--- src/bsicm_pkg.sv ---
// Shared types, constants and the address decoder of the bank switch / IRQ counter mapper.
// No dependencies; every other file of the block imports this package.
package bsicm_pkg;

  // Slot layout of the bank number file
  localparam int unsigned PrgSlots = 3;
  localparam int unsigned ChrSlots = 8;
  localparam int unsigned NumSlots = PrgSlots + ChrSlots;
  localparam int unsigned SlotW    = 4;
  localparam logic [SlotW-1:0] ChrBase = SlotW'(PrgSlots);
  localparam logic [SlotW-1:0] Prg2Slot = SlotW'(2);

  // Configuration port
  localparam int unsigned CfgIdxW = 8;
  localparam logic [CfgIdxW-1:0] CfgPrgMax = CfgIdxW'(0);
  localparam logic [CfgIdxW-1:0] CfgChrMax = CfgIdxW'(1);
  localparam logic [7:0] BankMaxReset = 8'hFF;

  // Address pages and exact register addresses
  localparam logic [3:0]  PagePrg01    = 4'h8;
  localparam logic [3:0]  PagePrg2     = 4'h9;
  localparam logic [3:0]  PageChrFirst = 4'hA;
  localparam logic [3:0]  PageChrLast  = 4'hD;
  localparam logic [3:0]  PageReload   = 4'hE;
  localparam logic [15:0] AddrCntLoad  = 16'hF000;
  localparam logic [15:0] AddrCntCtrl  = 16'hF001;
  localparam logic [15:0] AddrMirror   = 16'hF002;

  // Counter width masks
  localparam logic [15:0] Mask4  = 16'h000F;
  localparam logic [15:0] Mask8  = 16'h00FF;
  localparam logic [15:0] Mask12 = 16'h0FFF;
  localparam logic [15:0] Mask16 = 16'hFFFF;

  typedef enum logic [1:0] {
    MirHorz     = 2'd0,
    MirVert     = 2'd1,
    MirSingleLo = 2'd2
  } mirror_e;

  // Input word: one CPU write or one CPU cycle tick
  typedef struct packed {
    logic        func;
    logic [15:0] address;
    logic [7:0]  data;
  } in_word_t;

  // Result word
  typedef struct packed {
    logic             irq;
    logic [1:0]       mirroring;
    logic             bank_written;
    logic [SlotW-1:0] bank_slot;
    logic [7:0]       bank_value;
  } out_word_t;

  // Decoded command handed to the bank file and the counter block
  typedef struct packed {
    logic             tick;
    logic             bank_hit;
    logic             is_chr;
    logic [SlotW-1:0] slot;
    logic             high;
    logic             reload_wr;
    logic [1:0]       nib;
    logic             cnt_load;
    logic             cnt_ctrl;
    logic             mirror_wr;
  } cmd_t;

  // Bank file result
  typedef struct packed {
    logic             written;
    logic [SlotW-1:0] slot;
    logic [7:0]       value;
  } bank_res_t;

  // Counter block status after the current word
  typedef struct packed {
    logic       irq;
    logic [1:0] mirroring;
  } ctrl_status_t;

  function automatic cmd_t decode_item(in_word_t w);
    cmd_t       c;
    logic [3:0] page;
    logic       low_ok;
    logic [3:0] chr_page;
    logic [2:0] chr_idx;
    c        = '0;
    page     = w.address[15:12];
    low_ok   = (w.address[11:2] == 10'd0);
    chr_page = page - PageChrFirst;
    chr_idx  = {chr_page[1:0], w.address[1]};
    c.tick   = w.func;
    c.high   = w.address[0];
    c.nib    = w.address[1:0];
    if (!w.func) begin
      if (page == PagePrg01 && low_ok) begin
        c.bank_hit = 1'b1;
        c.slot     = {{(SlotW-1){1'b0}}, w.address[1]};
      end else if (page == PagePrg2 && w.address[11:1] == 11'd0) begin
        c.bank_hit = 1'b1;
        c.slot     = Prg2Slot;
      end else if ((page inside {[PageChrFirst:PageChrLast]}) && low_ok) begin
        c.bank_hit = 1'b1;
        c.is_chr   = 1'b1;
        c.slot     = ChrBase + {1'b0, chr_idx};
      end else if (page == PageReload && low_ok) begin
        c.reload_wr = 1'b1;
      end else if (w.address == AddrCntLoad) begin
        c.cnt_load = 1'b1;
      end else if (w.address == AddrCntCtrl) begin
        c.cnt_ctrl = 1'b1;
      end else if (w.address == AddrMirror) begin
        c.mirror_wr = 1'b1;
      end
    end
    return c;
  endfunction

endpackage

--- src/bsicm_banks.sv ---
// Bank number file: eleven 8-bit slots written a nibble at a time and clamped.
// Depends on bsicm_pkg (cmd_t, bank_res_t, slot layout).
module bsicm_banks (
  input  logic                clk_i,
  input  logic                rst_ni,
  input  logic                fire_i,
  input  bsicm_pkg::cmd_t     cmd_i,
  input  logic [7:0]          data_i,
  input  logic [7:0]          prg_max_i,
  input  logic [7:0]          chr_max_i,
  output bsicm_pkg::bank_res_t res_o
);
  import bsicm_pkg::*;

  logic [7:0] bank_q [NumSlots];
  logic [7:0] old_val;
  logic [7:0] merged;
  logic [7:0] max_val;
  logic [7:0] new_val;

  // Nibble merge and clamp against the slot's maximum
  always_comb begin
    old_val = bank_q[cmd_i.slot];
    merged  = cmd_i.high ? {data_i[3:0], old_val[3:0]} : {old_val[7:4], data_i[3:0]};
    max_val = cmd_i.is_chr ? chr_max_i : prg_max_i;
    new_val = (merged > max_val) ? (merged & max_val) : merged;
  end

  // Result fields read as zero unless a bank was hit
  always_comb begin
    res_o = '0;
    if (cmd_i.bank_hit) begin
      res_o.written = 1'b1;
      res_o.slot    = cmd_i.slot;
      res_o.value   = new_val;
    end
  end

  // Storage: program slots reset to 0, pattern slot n to n
  always_ff @(posedge clk_i or negedge rst_ni) begin
    if (!rst_ni) begin
      for (int i = 0; i < NumSlots; i++) begin
        bank_q[i] <= (i < PrgSlots) ? 8'd0 : 8'(i - PrgSlots);
      end
    end else if (fire_i && cmd_i.bank_hit) begin
      bank_q[cmd_i.slot] <= new_val;
    end
  end

endmodule

--- src/bsicm_ctrl.sv ---
// IRQ down counter with width mask and one-tick delayed IRQ, plus the mirroring mode.
// Depends on bsicm_pkg (cmd_t, ctrl_status_t, masks, mirror_e).
module bsicm_ctrl (
  input  logic                   clk_i,
  input  logic                   rst_ni,
  input  logic                   fire_i,
  input  bsicm_pkg::cmd_t        cmd_i,
  input  logic [7:0]             data_i,
  output bsicm_pkg::ctrl_status_t status_o
);
  import bsicm_pkg::*;

  logic [15:0] reload_q, reload_d;
  logic [15:0] down_q, down_d;
  logic [15:0] mask_q, mask_d;
  logic        en_q, en_d;
  logic        pend_q, pend_d;
  logic        level_q, level_d;
  mirror_e     mir_q, mir_d;
  logic [15:0] down_dec;

  assign down_dec = down_q - 16'd1;

  // Next state for one word
  always_comb begin
    reload_d = reload_q;
    down_d   = down_q;
    mask_d   = mask_q;
    en_d     = en_q;
    pend_d   = pend_q;
    level_d  = level_q;
    mir_d    = mir_q;
    if (cmd_i.tick) begin
      if (en_q) begin
        if (pend_q) begin
          level_d = 1'b1;
          pend_d  = 1'b0;
        end
        if ((down_q & mask_q) != 16'd0) begin
          down_d = down_dec;
          if ((down_dec & mask_q) == 16'd0) pend_d = 1'b1;
        end
      end
    end else if (cmd_i.reload_wr) begin
      case (cmd_i.nib)
        2'd0:    reload_d[3:0]   = data_i[3:0];
        2'd1:    reload_d[7:4]   = data_i[3:0];
        2'd2:    reload_d[11:8]  = data_i[3:0];
        2'd3:    reload_d[15:12] = data_i[3:0];
        default: reload_d = reload_q;
      endcase
    end else if (cmd_i.cnt_load) begin
      down_d  = reload_q;
      level_d = 1'b0;
    end else if (cmd_i.cnt_ctrl) begin
      en_d = data_i[0];
      if (data_i[3])      mask_d = Mask4;
      else if (data_i[2]) mask_d = Mask8;
      else if (data_i[1]) mask_d = Mask12;
      else                mask_d = Mask16;
      level_d = 1'b0;
    end else if (cmd_i.mirror_wr) begin
      if (data_i[1])      mir_d = MirSingleLo;
      else if (data_i[0]) mir_d = MirVert;
      else                mir_d = MirHorz;
    end
  end

  // Status as it stands after this word
  assign status_o.irq       = level_d;
  assign status_o.mirroring = mir_d;

  always_ff @(posedge clk_i or negedge rst_ni) begin
    if (!rst_ni) begin
      reload_q <= '0;
      down_q   <= '0;
      mask_q   <= Mask16;
      en_q     <= 1'b0;
      pend_q   <= 1'b0;
      level_q  <= 1'b0;
      mir_q    <= MirHorz;
    end else if (fire_i) begin
      reload_q <= reload_d;
      down_q   <= down_d;
      mask_q   <= mask_d;
      en_q     <= en_d;
      pend_q   <= pend_d;
      level_q  <= level_d;
      mir_q    <= mir_d;
    end
  end

endmodule

--- src/bank_switch_irq_counter_mapper_top.sv ---
// Top level of the bank switch / IRQ counter mapper.
// Depends on bsicm_pkg, bsicm_banks and bsicm_ctrl.
//
// Usage:
//   Input channel (in_valid_i / in_stall_o / in_word_i) takes one word per CPU cycle:
//   either a register write (func 0, address, data) or a cycle tick (func 1).
//   Output channel (out_valid_o / out_stall_i / out_word_o) returns exactly one result
//   word per input word: IRQ level, mirroring mode and, for bank writes, slot and value.
//   Configuration port (cfg_valid_i / cfg_ready_o, cfg_index_i, cfg_data_i) sets the
//   program and pattern bank maxima; index 0 and 1, other indexes are dropped. It is
//   always ready; the user writes it only while the block is idle, unchecked by the block.
// Data path and throughput:
//   A word is registered at the input, processed by the decoder, the bank file and the
//   counter, and lands in the result register, where out_valid_o rises; a stalled result
//   can hold the word in the input register before that step.
//   One word per cycle is sustained while out_stall_i is low, set by the read-modify-write
//   of the bank file and counter state.
// Stall and reset:
//   While out_stall_i holds a result, the input register keeps its word and in_stall_o
//   rises only when that register is full. Reset clears all state to its power-up
//   values and both maxima to 255.
module bank_switch_irq_counter_mapper_top (
  input  logic                             clk_i,
  input  logic                             rst_ni,
  input  logic                             in_valid_i,
  output logic                             in_stall_o,
  input  bsicm_pkg::in_word_t              in_word_i,
  output logic                             out_valid_o,
  input  logic                             out_stall_i,
  output bsicm_pkg::out_word_t             out_word_o,
  input  logic                             cfg_valid_i,
  output logic                             cfg_ready_o,
  input  logic [bsicm_pkg::CfgIdxW-1:0]    cfg_index_i,
  input  logic [7:0]                       cfg_data_i
);
  import bsicm_pkg::*;

  in_word_t     in_q;
  logic         in_valid_q;
  out_word_t    out_q;
  logic         out_valid_q;
  logic [7:0]   prg_max_q;
  logic [7:0]   chr_max_q;
  logic         fire;
  logic         out_free;
  cmd_t         cmd;
  bank_res_t    bank_res;
  ctrl_status_t status;

  // Pipeline control
  assign out_free    = !out_valid_q || !out_stall_i;
  assign fire        = in_valid_q && out_free;
  assign in_stall_o  = in_valid_q && !out_free;
  assign out_valid_o = out_valid_q;
  assign out_word_o  = out_q;
  assign cfg_ready_o = 1'b1;

  assign cmd = decode_item(in_q);

  bsicm_banks u_banks (
    .clk_i     (clk_i),
    .rst_ni    (rst_ni),
    .fire_i    (fire),
    .cmd_i     (cmd),
    .data_i    (in_q.data),
    .prg_max_i (prg_max_q),
    .chr_max_i (chr_max_q),
    .res_o     (bank_res)
  );

  bsicm_ctrl u_ctrl (
    .clk_i    (clk_i),
    .rst_ni   (rst_ni),
    .fire_i   (fire),
    .cmd_i    (cmd),
    .data_i   (in_q.data),
    .status_o (status)
  );

  // Input register
  always_ff @(posedge clk_i or negedge rst_ni) begin
    if (!rst_ni) begin
      in_valid_q <= 1'b0;
    end else if (!in_stall_o) begin
      in_valid_q <= in_valid_i;
    end
  end

  always_ff @(posedge clk_i) begin
    if (in_valid_i && !in_stall_o) in_q <= in_word_i;
  end

  // Result register
  always_ff @(posedge clk_i or negedge rst_ni) begin
    if (!rst_ni) begin
      out_valid_q <= 1'b0;
    end else if (out_free) begin
      out_valid_q <= fire;
    end
  end

  always_ff @(posedge clk_i) begin
    if (fire) begin
      out_q.irq          <= status.irq;
      out_q.mirroring    <= status.mirroring;
      out_q.bank_written <= bank_res.written;
      out_q.bank_slot    <= bank_res.slot;
      out_q.bank_value   <= bank_res.value;
    end
  end

  // Configuration registers
  always_ff @(posedge clk_i or negedge rst_ni) begin
    if (!rst_ni) begin
      prg_max_q <= BankMaxReset;
      chr_max_q <= BankMaxReset;
    end else if (cfg_valid_i && cfg_ready_o) begin
      case (cfg_index_i)
        CfgPrgMax: prg_max_q <= cfg_data_i;
        CfgChrMax: chr_max_q <= cfg_data_i;
        default:   ;
      endcase
    end
  end

endmodule

--- config.mk ---
export PLATFORM = sky130hd
export DESIGN_NAME = bank_switch_irq_counter_mapper_top
export DESIGN_NICKNAME = d
export VERILOG_FILES = /design/src/bsicm_pkg.sv /design/src/bsicm_banks.sv /design/src/bsicm_ctrl.sv /design/src/bank_switch_irq_counter_mapper_top.sv
export SDC_FILE = /design/constraint.sdc
export NUM_CORES = 1
export LEC_CHECK = 0
export ABC_CLOCK_PERIOD_IN_PS = 5700
export BUFFER_PORTS_ARGS = -buffer_cell sky130_fd_sc_hd__buf_4
export CORE_ASPECT_RATIO = 2
export CORE_MARGIN = 3
export CORE_UTILIZATION = 42
export DETAILED_ROUTE_END_ITERATION = 7
export PLACE_DENSITY = 0.58
export SYNTH_ARGS = -nofsm -noshare
export SYNTH_HDL_FRONTEND = slang
export SYNTH_HIERARCHICAL = 1
export SYNTH_SLANG_ARGS = --single-unit
--- constraint.sdc ---
create_clock -name clk_i -period 5.7 [get_ports clk_i]
set_clock_uncertainty 0.05 [all_clocks]
set_input_delay 0.57 -clock clk_i [delete_from_list [all_inputs] [get_ports clk_i]]
set_output_delay 0.57 -clock clk_i [all_outputs]
set_load 0.02 [all_outputs]
==> out/qor.csv <==
stage,metric,value,unit
status,status,"complete, no violations",
critical_path,reg2reg_to,u_banks/bank_q[53]$_DFFE_PN0P_,
sta,setup_ws,0.9218,ns
critical_path,reg2reg_depth,17,
cts,clock-sinks,183,
sta,hold_violations,0,
global_routing,grt_start_max_net_pins,77,
cts,cts_root_buffer,clkbuf_16,
critical_path,cp_slowest_cell,nor3_1,
final_layout,post-route-util,48.83,%
final_layout,fin_area,10870,µm²
synthesis,ys_warn_count,6,
sta,finalWorstPathRequiredPeriod,4.778,ns
cts,postCtsSetupBuffers,0,
critical_path,critPathLaunchType,flip-flop,
sta,fin_tns_setup,0,ns
placed_design,hpwl,17.73,mm
synthesis,syn_avg_cell_area,11.01,µm²
critical_path,cp.arrival,5.04,ns
final_layout,fillers,2073,
synthesis,syn_area,9587,µm²
final_layout,multi_input_area,4308,µm²
floorplanning,die_h,219.7,µm
cts,clock_latency,0.44,ns
final_layout,mostFrequentLayoutCells,"dfrtp_1 (115), nand2_1 (104), buf_4 (92)",
cts,cts_tree,built,
drt,wl,24.78,mm
cts,cts.htree.levels,4,
run,drv_cap,0,
drt,vias,6972,
drt,first_iter_violations,359,
placed_design,dp_slack,0.8351,ns
final_layout,drive_gt1_share,27.10,%
power_and_ir_drop,power.leakage,4.541,nW
sta,rsz0062_at_grt,false,
power_and_ir_drop,total_power,2.856,mW
sta,fmax,0.2093,GHz
placed_design,place_area,10310,µm²
sta,period_share,83.83,%
final_layout,diodes,0,
critical_path,rrSetupSlack,0.92,ns
sta,worst_pin_slew,1.032,ns
critical_path,path_cells,inv_1 -> ha_1 -> nor2b_1 -> o21bai_1 -> a21oi_4 -> buf_12 -> mux2_4 -> a222oi_1 -> o311ai_1 -> o21a_1 -> ha_1 -> nor2b_1 -> a221oi_1 -> o211a_1 -> nor3_1 -> buf_4 -> o31ai_1,
power_and_ir_drop,ir_drop,0.0001850,V
sta,max-slew-margin-rel,31.18,%
critical_path,cp-end-kind,flip-flop,
drt,via_per_inst,5.781,
floorplanning,die-width,112.8,µm
floorplanning,start_util,43.08,%
critical_path,regToRegStartpoint,cmd[4]$_DFFE_PP_,
placed_design,numPortBuffers,59,
critical_path,cp.required,5.96,ns
global_routing,grt_pass1_vias,7250,
floorplanning,ios,65,
floorplanning,dieArea,24780,µm²
synthesis,syn-num-nets,936,
sta,holdWs,0.1103,ns
cts,numCtsBuffers,17,
global_routing,grt_use_total,21.00,%
final_layout,final-seq-area,4803,µm²
critical_path,cp_max_fo,36,
drt,drt_pre_antenna_iters,5,
cts,cts_resized,0,
drt,drc,0,
critical_path,path_class,flip-flop to flip-flop,
drt,ant_nets,0,
placed_design,place_inst,1174,
placed_design,gp_congestion,0.8135,
floorplanning,rows,77,
critical_path,crit_start,cmd[4]$_DFFE_PP_,
final_layout,instances_no_fill,1206,
cts,postCtsHoldBufs,0,
sta,finalSetupViolations,0,
floorplanning,core,22260,µm²
final_layout,area_growth,13.36,%
drt,avgRoutedWirePerCell,20.55,µm
final_layout,nets,982,
hold_path,hold_path_class,primary input to async pin,
power_and_ir_drop,powerDensity,262.8,nW/µm²
sta,slew_viol_final,0,
cts,cts_buffer_depth,2,
critical_path,max_stage_delay,0.76,ns
global_routing,grt_antenna_before_repair,0,
global_routing,grt_pass1_wl,39.75,mm
final_layout,final_common_cell,dfrtp_1,
global_routing,grt_overflow,0,
synthesis,synthCells,871,
cts,path_clk_slew,0.07,ns
==> worst max-delay path: cells and delay by family, from the launching register on <==
kind	cells	cell delay, ns
muxes	1	0.33
buffers and inverters	3	0.64
DFF	1	0.57
AOI/OAI and AO/OA	8	1.41
and+or+nand+nor	3	1.05
adders and majority gates	2	0.57
==> routing by layer <==
layer / track usage (%) / vias up / wire length (µm)
li1: - / 3317 / -
met1: 21.23 / 3497 / 8896
met2: 40.86 / 109 / 14540
met3: 4.232 / 49 / 612
met4: 8.785 / 0 / 731
met5: 0 / - / 0
==> how the worst max path moves through the flow <==
stage                                           endpoint
final                     u_banks/bank_q[53]$_DFFE_PN0P_
after detailed placement  u_banks/bank_q[61]$_DFFE_PN0P_
after global placement           out_word_o[5]$_DFFE_PP_
after floorplan                  out_word_o[1]$_DFFE_PP_
after global routing      u_banks/bank_q[37]$_DFFE_PN0P_
after CTS                 u_banks/bank_q[61]$_DFFE_PN0P_
==> power by group <==
part,internal [mW],switching [mW]
Sequential,1.37,0.0309
Clock,0.624,0.505
Combinational,0.117,0.208
Total,2.11,0.744
==> layout make-up <==
type,count,area share [%]
clock buffer,21,4.237
clock inverter,11,0.8750
inverter,25,0.8635
multi-input combinational,594,39.64
sequential,183,44.20
tap,276,3.178
timing repair buffer,96,7.011
==> flip-flops by register name, indices dropped and copies added, names as in the netlist <==
register,count
u_banks/bank_q,88
u_ctrl/pend_q,1
in_valid_q,1
prg_max_q,8
u_ctrl/level_q,1
u_ctrl/reload_q,16
cmd,3
in_q,18
out_word_o,16
u_ctrl/en_q,1
out_valid_o,1
chr_max_q,8
u_ctrl/mir_q,2
u_ctrl/down_q,16
u_ctrl/mask_q,3
No activity file was read; power rests on OpenSTA's default activity.
